--- config.mk ---
export PLATFORM = sky130hd
export DESIGN_NAME = button_click_hold_detector
export DESIGN_NICKNAME = d
export VERILOG_FILES = /design/src/rtl/bchd_pkg.sv /design/src/rtl/button_click_hold_detector.sv
export SDC_FILE = /design/constraint.sdc
export NUM_CORES = 1
export LEC_CHECK = 0
export BUFFER_PORTS_ARGS = -buffer_cell sky130_fd_sc_hd__buf_2
export CAP_MARGIN = 20
export CORE_MARGIN = 2
export CORE_UTILIZATION = 63
export CTS_CLUSTER_DIAMETER = 50
export DETAILED_ROUTE_END_ITERATION = 10
export GPL_TIMING_DRIVEN = 0
export MAX_ROUTING_LAYER = met4
export PLACE_DENSITY = 0.83
export SETUP_SLACK_MARGIN = 0.02
export SYNTH_ARGS = -nofsm -noshare
export SYNTH_HDL_FRONTEND = slang
export SYNTH_SLANG_ARGS = --single-unit
--- constraint.sdc ---
create_clock -name clk -period 8.35 [get_ports clk]
set_clock_uncertainty 0.2 [all_clocks]
set_input_delay 0.835 -clock clk [delete_from_list [all_inputs] [get_ports clk]]
set_output_delay 0.835 -clock clk [all_outputs]
set_load 0.1 [all_outputs]
--- src/rtl/bchd_pkg.sv ---
`timescale 1ns / 1ps
// ----------------------------------------------------------------------------
// bchd_pkg
// Shared codes and constants for the button click / hold detector: gesture
// states, event codes, register indexes and register reset values.
// ----------------------------------------------------------------------------
package bchd_pkg;

  // Widths of the fixed fields
  localparam int unsigned STATE_W = 3;
  localparam int unsigned EVENT_W = 2;
  localparam int unsigned TIME_W  = 32;
  localparam int unsigned THR_W   = 16;
  localparam int unsigned DATA_W  = 32;
  localparam int unsigned ADDR_W  = 4;
  localparam int unsigned REG_W   = 2;

  typedef logic [STATE_W-1:0] gesture_t;
  typedef logic [EVENT_W-1:0] event_t;
  typedef logic [REG_W-1:0]   reg_idx_t;

  // Gesture states (per button)
  localparam gesture_t ST_IDLE            = 3'd0;
  localparam gesture_t ST_PRESSED         = 3'd1;
  localparam gesture_t ST_HOLD            = 3'd2;
  localparam gesture_t ST_CLICKED         = 3'd3;
  localparam gesture_t ST_CLICKED_PRESSED = 3'd4;

  // Event codes
  localparam event_t EV_NONE   = 2'd0;
  localparam event_t EV_SINGLE = 2'd1;
  localparam event_t EV_DOUBLE = 2'd2;
  localparam event_t EV_HOLD   = 2'd3;

  // Register indexes (byte address = 4 * index)
  localparam reg_idx_t REG_DBL_MASK      = 2'd0;
  localparam reg_idx_t REG_CLICK_TIMEOUT = 2'd1;
  localparam reg_idx_t REG_HOLD_ENTER    = 2'd2;
  localparam reg_idx_t REG_HOLD_REPEAT   = 2'd3;

  // Register reset values
  localparam logic [THR_W-1:0] CLICK_TIMEOUT_RST = 16'd200;
  localparam logic [THR_W-1:0] HOLD_ENTER_RST    = 16'd300;
  localparam logic [THR_W-1:0] HOLD_REPEAT_RST   = 16'd100;

endpackage

--- src/rtl/button_click_hold_detector.sv ---
`timescale 1ns / 1ps
// ----------------------------------------------------------------------------
// button_click_hold_detector
// Per-button click, double-click and hold detection from timestamped samples.
// ----------------------------------------------------------------------------
// One item is accepted per clock cycle and its result is loaded into the output
// register in the cycle after; every item gives exactly one result. The rate is
// set by the single registered pass: edge detection, one 32-bit wrapping
// subtract and one compare per button, all buttons in parallel. The input
// stalls only while a finished result is held by out_ready low. Events are
// two bits per button (0 none, 1 single click, 2 double click, 3 hold);
// button i sits in bits 2i+1..2i. Registers at byte addresses 0x0 mask,
// 0x4 click timeout, 0x8 hold enter, 0xC hold repeat, the last three in milliseconds;
// write them only while the block is idle.
// ----------------------------------------------------------------------------
module button_click_hold_detector #(
  parameter int unsigned NUM_BUTTONS = 3
) (
  input  logic                                clk,
  input  logic                                rst_n,
  // input item channel
  input  logic                                in_valid,
  output logic                                in_ready,
  input  logic [NUM_BUTTONS-1:0]              in_button_levels,
  input  logic [bchd_pkg::TIME_W-1:0]         in_now_ms,
  // result item channel
  output logic                                out_valid,
  input  logic                                out_ready,
  output logic [2*NUM_BUTTONS-1:0]            out_events,
  // configuration port
  input  logic                                cfg_psel,
  input  logic                                cfg_penable,
  input  logic                                cfg_pwrite,
  input  logic [bchd_pkg::ADDR_W-1:0]         cfg_paddr,
  input  logic [bchd_pkg::DATA_W-1:0]         cfg_pwdata,
  output logic [bchd_pkg::DATA_W-1:0]         cfg_prdata,
  output logic                                cfg_pready
);

  // Configuration registers
  logic [NUM_BUTTONS-1:0]          dbl_mask_r;
  logic [bchd_pkg::THR_W-1:0]      click_timeout_r;
  logic [bchd_pkg::THR_W-1:0]      hold_enter_r;
  logic [bchd_pkg::THR_W-1:0]      hold_repeat_r;

  // Per-button state
  bchd_pkg::gesture_t              state_r   [NUM_BUTTONS];
  bchd_pkg::gesture_t              state_nxt [NUM_BUTTONS];
  logic [bchd_pkg::TIME_W-1:0]     stamp_r   [NUM_BUTTONS];
  logic [bchd_pkg::TIME_W-1:0]     stamp_nxt [NUM_BUTTONS];
  logic [NUM_BUTTONS-1:0]          prev_levels_r;

  // Output register
  logic                            out_valid_r;
  logic [2*NUM_BUTTONS-1:0]        out_events_r;
  logic [2*NUM_BUTTONS-1:0]        events_nxt;

  logic                            in_acc;
  logic                            cfg_wr;
  bchd_pkg::reg_idx_t              cfg_idx;

  // Accept while the output register is empty or being drained
  assign in_ready   = !out_valid_r || out_ready;
  assign in_acc     = in_valid && in_ready;
  assign out_valid  = out_valid_r;
  assign out_events = out_events_r;

  assign cfg_pready = 1'b1;
  assign cfg_wr     = cfg_psel && cfg_penable && cfg_pwrite && cfg_pready;
  assign cfg_idx    = cfg_paddr[bchd_pkg::ADDR_W-1:2];

  // Write configuration registers
  always_ff @(posedge clk) begin
    if (!rst_n) begin
      dbl_mask_r      <= '0;
      click_timeout_r <= bchd_pkg::CLICK_TIMEOUT_RST;
      hold_enter_r    <= bchd_pkg::HOLD_ENTER_RST;
      hold_repeat_r   <= bchd_pkg::HOLD_REPEAT_RST;
    end else if (cfg_wr) begin
      case (cfg_idx)
        bchd_pkg::REG_DBL_MASK:      dbl_mask_r      <= cfg_pwdata[NUM_BUTTONS-1:0];
        bchd_pkg::REG_CLICK_TIMEOUT: click_timeout_r <= cfg_pwdata[bchd_pkg::THR_W-1:0];
        bchd_pkg::REG_HOLD_ENTER:    hold_enter_r    <= cfg_pwdata[bchd_pkg::THR_W-1:0];
        bchd_pkg::REG_HOLD_REPEAT:   hold_repeat_r   <= cfg_pwdata[bchd_pkg::THR_W-1:0];
        default: ;
      endcase
    end
  end

  // Read back configuration registers
  always_comb begin
    case (cfg_idx)
      bchd_pkg::REG_DBL_MASK:
        cfg_prdata = {{(bchd_pkg::DATA_W-NUM_BUTTONS){1'b0}}, dbl_mask_r};
      bchd_pkg::REG_CLICK_TIMEOUT:
        cfg_prdata = {{(bchd_pkg::DATA_W-bchd_pkg::THR_W){1'b0}}, click_timeout_r};
      bchd_pkg::REG_HOLD_ENTER:
        cfg_prdata = {{(bchd_pkg::DATA_W-bchd_pkg::THR_W){1'b0}}, hold_enter_r};
      bchd_pkg::REG_HOLD_REPEAT:
        cfg_prdata = {{(bchd_pkg::DATA_W-bchd_pkg::THR_W){1'b0}}, hold_repeat_r};
      default:
        cfg_prdata = '0;
    endcase
  end

  // Run each button's gesture machine on the incoming item
  always_comb begin
    logic                        cur;
    logic                        prev;
    logic                        pressed;
    logic                        released;
    logic                        dbl;
    logic [bchd_pkg::TIME_W-1:0] elapsed;
    logic [bchd_pkg::TIME_W-1:0] click_to;
    logic [bchd_pkg::TIME_W-1:0] hold_in;
    logic [bchd_pkg::TIME_W-1:0] hold_rep;
    bchd_pkg::gesture_t          st;
    bchd_pkg::gesture_t          nx;
    bchd_pkg::event_t            ev;

    click_to   = {{(bchd_pkg::TIME_W-bchd_pkg::THR_W){1'b0}}, click_timeout_r};
    hold_in    = {{(bchd_pkg::TIME_W-bchd_pkg::THR_W){1'b0}}, hold_enter_r};
    hold_rep   = {{(bchd_pkg::TIME_W-bchd_pkg::THR_W){1'b0}}, hold_repeat_r};
    events_nxt = '0;

    for (int b = 0; b < NUM_BUTTONS; b++) begin
      cur      = in_button_levels[b];
      prev     = prev_levels_r[b];
      pressed  = !prev && cur;
      released = prev && !cur;
      dbl      = dbl_mask_r[b];
      elapsed  = in_now_ms - stamp_r[b];
      st       = state_r[b];
      nx       = st;
      ev       = bchd_pkg::EV_NONE;

      case (st)
        bchd_pkg::ST_PRESSED, bchd_pkg::ST_HOLD: begin
          if (released) begin
            if (dbl) begin
              nx = bchd_pkg::ST_CLICKED;
            end else begin
              ev = bchd_pkg::EV_SINGLE;
              nx = bchd_pkg::ST_IDLE;
            end
          end else if (st == bchd_pkg::ST_PRESSED) begin
            if (elapsed > hold_in) begin
              ev = bchd_pkg::EV_HOLD;
              nx = bchd_pkg::ST_HOLD;
            end
          end else if (elapsed > hold_rep) begin
            ev = bchd_pkg::EV_HOLD;
          end
        end
        bchd_pkg::ST_CLICKED: begin
          // timeout wins over a press in the same item
          if (pressed) begin
            nx = bchd_pkg::ST_CLICKED_PRESSED;
          end
          if (elapsed > click_to) begin
            ev = bchd_pkg::EV_SINGLE;
            nx = bchd_pkg::ST_IDLE;
          end
        end
        bchd_pkg::ST_CLICKED_PRESSED: begin
          if (released) begin
            ev = bchd_pkg::EV_DOUBLE;
            nx = bchd_pkg::ST_IDLE;
          end
        end
        default: begin
          // idle, and unused codes act as idle
          nx = pressed ? bchd_pkg::ST_PRESSED : bchd_pkg::ST_IDLE;
        end
      endcase

      state_nxt[b] = nx;
      // restamp on any state change or event
      stamp_nxt[b] = ((nx != st) || (ev != bchd_pkg::EV_NONE)) ? in_now_ms : stamp_r[b];
      events_nxt[2*b +: 2] = ev;
    end
  end

  // Advance button state on each accepted item
  always_ff @(posedge clk) begin
    if (!rst_n) begin
      for (int b = 0; b < NUM_BUTTONS; b++) begin
        state_r[b] <= bchd_pkg::ST_IDLE;
        stamp_r[b] <= '0;
      end
      prev_levels_r <= '0;
    end else if (in_acc) begin
      for (int b = 0; b < NUM_BUTTONS; b++) begin
        state_r[b] <= state_nxt[b];
        stamp_r[b] <= stamp_nxt[b];
      end
      prev_levels_r <= in_button_levels;
    end
  end

  // Hold the result until taken
  always_ff @(posedge clk) begin
    if (!rst_n) begin
      out_valid_r <= 1'b0;
    end else begin
      out_valid_r <= in_acc || (out_valid_r && !out_ready);
    end
  end

  always_ff @(posedge clk) begin
    if (in_acc) begin
      out_events_r <= events_nxt;
    end
  end

  // --------------------------------------------------------------------------
  // Assertions
  // --------------------------------------------------------------------------
  a_result_follows_item: assert property (@(posedge clk) disable iff (!rst_n)
    in_acc |=> out_valid_r)
    else $error("accepted item did not produce a result");

  a_event_restamps: assert property (@(posedge clk) disable iff (!rst_n)
    (in_acc && (events_nxt[1:0] != bchd_pkg::EV_NONE))
      |=> (stamp_r[0] == $past(in_now_ms)))
    else $error("button 0 event without restamp");

  a_double_from_second_press: assert property (@(posedge clk) disable iff (!rst_n)
    (in_acc && (events_nxt[1:0] == bchd_pkg::EV_DOUBLE))
      |-> (state_r[0] == bchd_pkg::ST_CLICKED_PRESSED))
    else $error("double click reported outside second press");

  a_levels_tracked: assert property (@(posedge clk) disable iff (!rst_n)
    in_acc |=> (prev_levels_r == $past(in_button_levels)))
    else $error("previous levels not updated on accepted item");

endmodule
==> results of run 1 <==
critical path, stage by stage:
cell and delay [ns]:
sky130_fd_sc_hd__buf_2 0.14, sky130_fd_sc_hd__ha_1 0.39, sky130_fd_sc_hd__and4_1 0.30, sky130_fd_sc_hd__a221o_1 0.31
sky130_fd_sc_hd__a31oi_1 0.41, sky130_fd_sc_hd__a21boi_1 0.20, sky130_fd_sc_hd__nand2b_1 0.27, sky130_fd_sc_hd__a31oi_1 0.23
sky130_fd_sc_hd__xnor2_1 0.17, sky130_fd_sc_hd__ha_1 0.33, sky130_fd_sc_hd__nand4_1 0.15, sky130_fd_sc_hd__o21ai_0 0.32
sky130_fd_sc_hd__a2111oi_0 0.12, sky130_fd_sc_hd__nor3_1 0.65, sky130_fd_sc_hd__a21oi_1 0.28, sky130_fd_sc_hd__a311o_1 0.41
sky130_fd_sc_hd__a21oi_1 0.22, sky130_fd_sc_hd__o21ai_0 0.20, sky130_fd_sc_hd__o311ai_4 0.33, sky130_fd_sc_hd__buf_8 0.28
area by class of cell:
type,count,area [um^2]
well taps,335,419.2
clock buffers,18,429.2
multi-input cells,1576,10970
repair buffers,85,473.0
clock inverters,14,140.1
fillers,2071,7812
plain buffers,91,427.9
flip-flops and latches,166,4434
inverters,174,653.1
state kept, by name (all words and copies together), names as in the netlist:
register	flops
click_timeout_r	16
out_events	6
hold_enter_r	16
prev_levels_r	3
out_valid	1
hold_repeat_r	16
dbl_mask_r	3
stamp_r	96
state_r	9
layout by cell type (no fill, tap or decap), types with 10 or more instances in the layout:
cell type	count
sky130_fd_sc_hd__ha_1	237
sky130_fd_sc_hd__nand2_1	230
sky130_fd_sc_hd__a21oi_1	195
sky130_fd_sc_hd__inv_1	172
sky130_fd_sc_hd__edfxtp_1	111
sky130_fd_sc_hd__nor2_1	106
sky130_fd_sc_hd__o21ai_0	104
sky130_fd_sc_hd__buf_2	87
sky130_fd_sc_hd__clkbuf_1	64
sky130_fd_sc_hd__a21o_1	61
sky130_fd_sc_hd__nand4_1	61
sky130_fd_sc_hd__dfxtp_1	55
sky130_fd_sc_hd__and3_1	45
sky130_fd_sc_hd__o21a_1	42
sky130_fd_sc_hd__xnor2_1	38
sky130_fd_sc_hd__nand3_1	34
sky130_fd_sc_hd__o211ai_1	30
sky130_fd_sc_hd__nor2b_1	28
sky130_fd_sc_hd__nor3_1	28
sky130_fd_sc_hd__nand2b_1	25
sky130_fd_sc_hd__xor2_1	24
sky130_fd_sc_hd__a31oi_1	20
sky130_fd_sc_hd__buf_4	17
sky130_fd_sc_hd__conb_1	17
sky130_fd_sc_hd__clkbuf_16	17
sky130_fd_sc_hd__a211oi_1	16
sky130_fd_sc_hd__nor4_1	16
sky130_fd_sc_hd__and2_1	14
sky130_fd_sc_hd__a22o_1	13
sky130_fd_sc_hd__o21bai_1	11
sky130_fd_sc_hd__o31ai_1	10
sky130_fd_sc_hd__a211o_1	10
worst max-delay path by stage:
stage                                        end  slack (ns)         start  cells past startpoint
floorplan           stamp_r[0][32]$_SDFFCE_PN0P_        1.30  in_now_ms[7]                     17
finish              stamp_r[0][42]$_SDFFCE_PN0P_        1.71  in_now_ms[7]                     20
global placement    stamp_r[0][32]$_SDFFCE_PN0P_       -1.33  in_now_ms[7]                     18
CTS                 stamp_r[0][42]$_SDFFCE_PN0P_        1.88  in_now_ms[7]                     20
global route        stamp_r[0][42]$_SDFFCE_PN0P_        1.46  in_now_ms[7]                     20
detailed placement  stamp_r[0][32]$_SDFFCE_PN0P_        1.44  in_now_ms[7]                     20
layer usage:
metal	vias up	GRT usage (%)	share of wire [%]
met2	874	60.23	44
met4	0	12.37	3.2
li1	7575	-	-
met1	7722	52.74	44
met3	131	5.070	9.0
met5	-	-	0
where the power goes:
group,internal (mW),leakage (nW),total (mW),switching (mW)
logic,0.703,5.67,1.92,1.22
clock network,0.420,0.269,0.804,0.385
registers,0.962,1.63,0.989,0.0272
total,2.09,7.57,3.72,1.63
kinds of logic after synthesis:
family | synth area share, %
flip-flops | 27.07
buffers and inverters | 6.600
AO/OA/AOI/OAI | 24.37
XOR/XNOR | 3.316
AND/OR/NAND/NOR | 19.01
other | 0.04585
adder cells (fa/ha/maj) | 18.47
multiplexers | 1.108
==> results.md, run 1 <==
Synthesis:
- Of the synthesized area, sequential elements account for a little over a quarter.
- In the post-synthesis netlist, the biggest area contributors are sky130_fd_sc_hd__edfxtp_1 20%, sky130_fd_sc_hd__ha_1 18%, sky130_fd_sc_hd__dfxtp_1 6.7%, sky130_fd_sc_hd__a21oi_1 6.0%, sky130_fd_sc_hd__nand2_1 5.3%.
- The number of warnings issued by yosys is 0.
- The number of distinct library cells after synthesis is 92.
- The share of the synthesized area in the top cell type is 20.35%.
- The cell count after synthesis came out at 1992.
- The share of flip-flops with an asynchronous set or reset is 0%.
- The per-instance average area after synthesis is roughly 8.2 um^2.
- In this run, synthesis inferred between 100 and 150 flip-flops with an integrated enable.
- The leading area contributor after synthesis is sky130_fd_sc_hd__edfxtp_1.
- The top flip-flop cell by instance count after synthesis is sky130_fd_sc_hd__edfxtp_1.
- By count the netlist is led by 237 x sky130_fd_sc_hd__ha_1, 230 x sky130_fd_sc_hd__nand2_1, 195 x sky130_fd_sc_hd__a21oi_1.
- Among all cell types in the netlist, the one instantiated most often is sky130_fd_sc_hd__ha_1.
- The number of register bits inferred by synthesis is 166.
- Summing every instance area after synthesis gives 16380 um^2.

Die:
- The floorplan has a little under 60 rows.
- The initial utilization of the core area, before any placement, comes to 63.57%.
- The placeable core area is 25760 um^2.
- Pin placement for this block handled 119 I/O pins.
- The die is 165.2 um tall.
- The die covers 27300 um^2.
- The floorplan die width is 165.2 um.

STA:
- Adding up every negative setup slack in the final design gives 0 ns.
- The count of final hold-check violations came to 0.
- The final-report setup violation count is 0.
- Setup slack on the critical path of the routed design comes to between 1.5 and 2 ns.
- For the pin with the worst max-slew slack, the measured transition is roughly 1.1 ns.
- The headroom to the max-slew limit is 24.46%.
- The fmax is 150.5 MHz.
- The minimum clock period is 6.643 ns.
- The final period utilization is between 70% and 80%.
- Setup repair after global routing left no endpoint under its margin.
- The count of pins over their slew limit is 0.
- Across all hold checks on the routed design, the worst slack comes to 0.2631 ns.

Placed design:
- Input and output buffers added on the ports amount to between 80 and 90.
- The congestion estimate from routability-driven global placement came to 1.010.
- The number of placed instances, taps included, is around 2.4k.
- After detailed placement, the total cell area comes to 17380 um^2.
- The HPWL after detailed placement is ~42000 um.
- The pre-CTS setup slack is 1.440 ns.

Cells and area:
- Once layout is complete, the utilization of the core stands at 69.68%.
- In the final layout, the share of cells above drive strength 1 is under 10%.
- The count of placed standard cells in the final layout, fillers left out is 2459.
- After routing the design area is 17950 um^2.
- The net count reported at finish is 2429.
- The number of inserted diodes is 0.
- Relative to the synthesized area, the layout overhead comes to 9.603%.

Setup path:
- The data required time at the worst endpoint is slightly above 8 ns.
- In this run the register-to-register setup slack is 1.84 ns.
- The arrival time at the worst endpoint is around 6.6 ns.
- STA classifies the critical path startpoint as an input pin.
- The worst register-to-register path ends at stamp_r[0][42]$_SDFFCE_PN0P_.
- The critical path class is input pin to register.
- The number of cells on the worst reg-to-reg path is 20.
- STA classifies the critical path endpoint as a register.
- The startpoint of the most critical register-to-register path is stamp_r[0][33]$_SDFFCE_PN0P_.
- The largest fanout of any net on the critical path is 17.

Route:
- The number of detailed-routing iterations run before antenna repair is 5.
- The first routing iteration left 2024 violations.
- In the final routed layout, each cell accounts on average for 21.18 um.
- The via count is approximately 16k.
- For this run, design rule violations remaining after detail routing come to 0.
- In this run the remaining antenna-violating nets after routing total 0.
- In the routed layout, each cell is associated on average with a via count of 6.630.
- After detailed routing, the total wire length is 52080 um.

Global route:
- Entering global routing, the biggest net connects 26 pins.
- The total routing resource utilization after global routing is around two fifths.
- The via count of the first global-routing pass is 14.88k.
- The number of antenna violations at the first check in global routing is 0.
- Summed over all layers, the global routing overflow is 0.
- The first global-routing pass estimated approximately 79000 um of wire.

Clocking:
- The clock drives 166 sinks.
- The longest clock path from root to sink contains 2 buffers.
- After clock tree synthesis, the clock-pin slew on the worst setup and hold paths is ~0.060 ns.
- The insertion delay of the later-clocked pin in the worst-skew pair is 0.44 ns.
- TritonCTS built the clock tree.
- The number of levels the H-tree was split into is 4.
- The quantity of hold-fixing buffers added after cts is 0.
- Counting the buffers created by CTS gives 17.
- Gates resized during post-CTS repair numbered 0.
- The cell at the root of the clock tree is sky130_fd_sc_hd__clkbuf_16.
- The buffer count from post-CTS setup fixing is 0.

Run status:
- The run finished with clean final reports.

Pwr:
- For this design the static power due to leakage is between 7 and 8 nW.
- Across the VDD grid, the largest voltage drop is around 140 uV.
- In this run the power density over the cells is 207.1 nW/um^2.
- After layout, the design draws a total of 3.717 mW.

Worst hold path:
- The worst hold path passes through 2 cells.
- In this run the most critical hold path is launched from hold_enter_r[15]$_SDFFE_PN0P_.
- The path with the worst hold slack has its endpoint at hold_enter_r[15]$_SDFFE_PN0P_.
- The worst min-delay path class is register to register.

Flow run:
- Across the run, the number of max-cap violations was 0.
Note: power is estimated with default switching activity, not from simulation.
==> inputs of run 2 (changes only) <==
--- a/config.mk
+++ b/config.mk
@@ -5,15 +5,16 @@
 export SDC_FILE = /design/constraint.sdc
 export NUM_CORES = 1
 export LEC_CHECK = 0
+export ABC_AREA = 1
 export BUFFER_PORTS_ARGS = -buffer_cell sky130_fd_sc_hd__buf_2
 export CAP_MARGIN = 20
 export CORE_MARGIN = 2
-export CORE_UTILIZATION = 63
+export CORE_UTILIZATION = 57
 export CTS_CLUSTER_DIAMETER = 50
 export DETAILED_ROUTE_END_ITERATION = 10
 export GPL_TIMING_DRIVEN = 0
 export MAX_ROUTING_LAYER = met4
-export PLACE_DENSITY = 0.83
+export PLACE_DENSITY = 0.79
 export SETUP_SLACK_MARGIN = 0.02
 export SYNTH_ARGS = -nofsm -noshare
 export SYNTH_HDL_FRONTEND = slang
==> constraint.sdc (replaced) <==
create_clock -name clk -period 6 [get_ports clk]
set_clock_uncertainty 0.2 [all_clocks]
set_input_delay 0.6 -clock clk [delete_from_list [all_inputs] [get_ports clk]]
set_output_delay 0.6 -clock clk [all_outputs]
set_load 0.1 [all_outputs]
==> results.md, run 2 <==
Global route:
- For this run, the total global-route usage over all layers was measured as 36.97%.
- Entering global routing, the biggest net connects 33 pins.
- The aggregate global routing overflow is 0.
- The first global-routing pass estimated 91830 um of wire.
- The number of antenna violations at the first check in global routing came to 1.
- The via count of the first global-routing pass is 17.54k.

Route:
- In the final routed layout, each cell accounts on average for approximately 17 um.
- The top routing layer in use is met4.
- The number of nets with antenna violations after routing is 0.
- Summing over every cut layer, the via total after detailed routing is ~18k.
- The remaining design rule violation count is 0.
- Summed over all nets, wire length on met3 after detailed routing comes to around 4000 um.
- Before antenna repair, the detailed router went through 6 iterations.
- The mean number of vias per cell is 5.407.
- The final wirelength is between 50000 and 60000 um.
- The first routing iteration left 1485 violations.
- The met2 wire length is 28060 um.
- The length of routed wiring on met1 is 24230 um.

Synthesis:
- The Yosys step of the flow raised 0 warnings.
- The synthesized design contains 166 register bits.
- Of the synthesized area, sequential elements account for 24.43%.
- The cell with the most instances after synthesis is sky130_fd_sc_hd__nand2_1.
- In the synthesized netlist the async set-or-reset flop fraction comes to 0%.
- The leading area contributor after synthesis is sky130_fd_sc_hd__nand2_1.
- The number of enable flip-flop cells after synthesis is 111.
- After technology mapping, the gate count stands at 2848.
- In the post-synthesis netlist, the biggest area contributors are sky130_fd_sc_hd__nand2_1 19%, sky130_fd_sc_hd__edfxtp_1 18%, sky130_fd_sc_hd__ha_1 16%, sky130_fd_sc_hd__inv_1 12%, sky130_fd_sc_hd__dfxtp_1 6.1%.
- Sorting the synthesized cells by how often they occur yields 896 x sky130_fd_sc_hd__nand2_1, 600 x sky130_fd_sc_hd__inv_1, 241 x sky130_fd_sc_hd__nor2_1.
- In this run the mean area of a mapped cell was 6.373 um^2.
- The netlist area before placement is 18150 um^2.
- The synthesized design devotes to its leading area cell type 18.53% of total area.
- For this run, the leading register cell type out of synthesis is sky130_fd_sc_hd__edfxtp_1.
- The number of distinct library cells after synthesis is 46.

Cells and area:
- The layout overhead on the synthesized area is 9.286%.
- Leaving out fill and tap cells, the most frequent cell in the layout is sky130_fd_sc_hd__nand2_1.
- Cells with a size suffix above 1 make up 7.987% of the layout.
- The repair_antennas step left the layout with diodes totalling 0.
- The library cells used most frequently in the layout, excluding fill and tap cells, are 896 x sky130_fd_sc_hd__nand2_1, 600 x sky130_fd_sc_hd__inv_1, 239 x sky130_fd_sc_hd__nor2_1, 237 x sky130_fd_sc_hd__ha_1, 167 x sky130_fd_sc_hd__a21oi_1.
- The net count reported at finish is 3285.
- stamp_r holds more flip-flops than any other register.
- The flip-flop count of the largest register, all copies and words added is between 90 and 100.
- The final cell utilization of the core is a little over three fifths.
- The count of placed standard cells in the final layout, fillers left out is about 3.4k.
- The final design instance area without fill is about 20000 um^2.

STA:
- The count of pins over their slew limit is 0.
- For this run, the top clock speed supported by timing is 185.6 MHz.
- For the pin with the worst max-slew slack, the measured transition is 0.9075 ns.
- The smallest clock period supported by the final layout is computed as 5.389 ns.
- Setup violations remaining at the end of the flow were counted as 0.
- The headroom to the max-slew limit is 39.50%.
- The count of final hold-check violations came to 0.
- Setup repair after global routing left no endpoint under its margin.
- The final period utilization is 89.81%.

Pwr:
- The analysis attributes to cell leakage a power of 10.91 nW.
- The completed layout was analyzed and its total power is 5.414 mW.
- The worst-case vdd ir drop is 323.4 uV.
- For this design the ratio of total power to cell area is between 200 and 300 nW/um^2.

Clocking:
- In this run the deepest clock path goes through 2 buffers.
- The cell at the root of the clock tree is sky130_fd_sc_hd__clkbuf_16.
- The quantity of hold-fixing buffers added after cts is 0.
- The clock-pin slew on the worst setup and hold paths is 0.08 ns.
- The number of setup buffers added after CTS is 0.
- TritonCTS created 17 clock buffers.
- The insertion delay of the later-clocked pin in the worst-skew pair is 0.47 ns.
- The number of gates resized after CTS is 0.
- TritonCTS built the clock tree.
- The number of sinks on the clock net is 166.
- The H-tree generated during clock tree synthesis spans 4 levels.

Setup path:
- The worst setup path is captured at a register.
- The cell with the largest stage delay on the worst path is sky130_fd_sc_hd__nor4b_2.
- The signal on the critical path passes through inv_1 -> ha_1 -> nand2_1 -> inv_1 -> nand2_1 -> nor3_2 -> nand2_1 -> nand2_1 -> xor2_1 -> ha_1 -> nand2_1 -> nor3_1 -> nor4b_2 -> inv_1 -> nand2_1 -> nand3_1 -> nor2_1 -> nor2_1 -> nand3_1 -> nor2_1 -> nand2_1 -> nor2_1 -> nor2_4 -> buf_16.
- Across all register-to-register paths, the minimum setup slack is 0.61 ns.
- The arrival time at the worst endpoint is between 5 and 6 ns.
- The data required time at the worst endpoint is 5.97 ns.
- The largest fanout of any net on the critical path is 18.
- The delay of the slowest cell on the worst path is roughly 0.54 ns.
- The number of buffer and inverter stages on the critical path is 4.
- The critical path class is register to register.
- The startpoint identified for the worst register-to-register timing path is stamp_r[0][8]$_SDFFCE_PN0P_.
- The family with the most delay on the worst path is simple AND/OR/NAND/NOR gates.
- The most numerous cell type found on the critical path is sky130_fd_sc_hd__nand2_1.
- In this run the worst setup path begins at stamp_r[0][8]$_SDFFCE_PN0P_.
- STA classifies the critical path startpoint as a register.

Die:
- The floorplan die width is 182.4 um.
- The total die area is around 33000 um^2.
- Pin placement for this block handled 119 I/O pins.
- The floorplan step set the die height to between 150 and 200 um.
- The initialized floorplan defines 65 standard-cell rows.
- The starting utilization of the core area is 57.67%.
- The placeable core area is around 31000 um^2.

Worst hold path:
- The worst min-delay path class is input pin to register.
- In this run the most critical hold path is launched from in_valid.

Run status:
- The flow ran to the end, and the final reports show no timing, DRC or antenna violations.

Placed design:
- The congestion estimate from routability-driven global placement came to 1.000.
- The placed instances occupy a cell area of 19210 um^2.
- The number of placed instances, taps included is 3350.
- The post-DP HPWL is 50480 um.
- The number of buffers added on ports is 82.

Flow run:
- The max capacitance violation total is 0.
## run 2: cell types whose count changed in the layout (fill, tap and decap cells not counted), sizes merged, moves of 35 or more
cell and change:
o21a -36, inv +441, and3 -38, clkbuf -46
xnor2 -35, nand3 +90, a21o -59, o21ai -46
nand2 +710, nor2 +165
## run 2: worst paths after layout
path / end / depth (start not counted)
max reg2reg: stamp_r[0][14]$_SDFFCE_PN0P_ / 24
min reg2reg: prev_levels_r[0]$_SDFFE_PN0P_ / 2
max: stamp_r[0][14]$_SDFFCE_PN0P_ / 24
min: out_valid$_SDFF_PN0_ / 3
## run 2: cell type report
class / instances / area, um^2
plain buffers: 36 / 198.9
clock buffers: 17 / 425.4
clock inverters: 15 / 190.2
fillers: 2970 / 11640
inverters: 615 / 2308
multi-input cells: 2046 / 11300
flip-flops and latches: 166 / 4434
well taps: 402 / 503.0
repair buffers: 85 / 478.0
## run 2: worst register-to-register path, cell delays in order (launching register included)
cell and delay [ns]:
sky130_fd_sc_hd__edfxtp_1 0.36, sky130_fd_sc_hd__inv_1 0.05, sky130_fd_sc_hd__ha_1 0.42, sky130_fd_sc_hd__nand2_1 0.11, sky130_fd_sc_hd__inv_1 0.08, sky130_fd_sc_hd__nand2_1 0.15
sky130_fd_sc_hd__nor3_2 0.34, sky130_fd_sc_hd__nand2_1 0.09, sky130_fd_sc_hd__nand2_1 0.14, sky130_fd_sc_hd__xor2_1 0.31, sky130_fd_sc_hd__ha_1 0.21, sky130_fd_sc_hd__nand2_1 0.06
sky130_fd_sc_hd__nor3_1 0.44, sky130_fd_sc_hd__nor4b_2 0.54, sky130_fd_sc_hd__inv_1 0.15, sky130_fd_sc_hd__nand2_1 0.10, sky130_fd_sc_hd__nand3_1 0.11, sky130_fd_sc_hd__nor2_1 0.18
sky130_fd_sc_hd__nor2_1 0.07, sky130_fd_sc_hd__nand3_1 0.09, sky130_fd_sc_hd__nor2_1 0.05, sky130_fd_sc_hd__nand2_1 0.05, sky130_fd_sc_hd__nor2_1 0.06, sky130_fd_sc_hd__nor2_4 0.49
sky130_fd_sc_hd__buf_16 0.25
## run 2: metrics by stage
step / setup TNS [ns] / hold WS, ns / worst slack (ns)
2_1_floorplan: 0 / 0.2628 / 0.7417
3_3_place_gp: -133.46 / 0.2740 / -1.876
3_5_place_dp: -2.301 / 0.2830 / -0.1302
4_1_cts: 0 / 0.1913 / 0.2719
5_1_grt: 0 / 0.2120 / 0.2986
6_report: 0 / 0.2040 / 0.6113
## run 2: cell families after synthesis
family,share of synthesized area (%)
buffers and inverters,13.81
adder cells (fa/ha/maj),16.67
flip-flops,24.43
XOR/XNOR,2.220
AND/OR/NAND/NOR,33.78
AO/OA/AOI/OAI,9.044
other,0.04138
## run 2: power breakdown
| group | internal [mW] | switching (mW) | total (mW) |
|---|---|---|---|
| combinational | 0.943 | 1.96 | 2.91 |
| sequential | 1.34 | 0.0371 | 1.38 |
| clock | 0.568 | 0.562 | 1.13 |
| total | 2.85 | 2.56 | 5.41 |
## run 2: routing by layer
layer,up-vias,track usage (%)
met3,142,4.330
met1,8269,44.01
met5,-,-
li1,9186,-
met4,0,17.39
met2,690,62.67
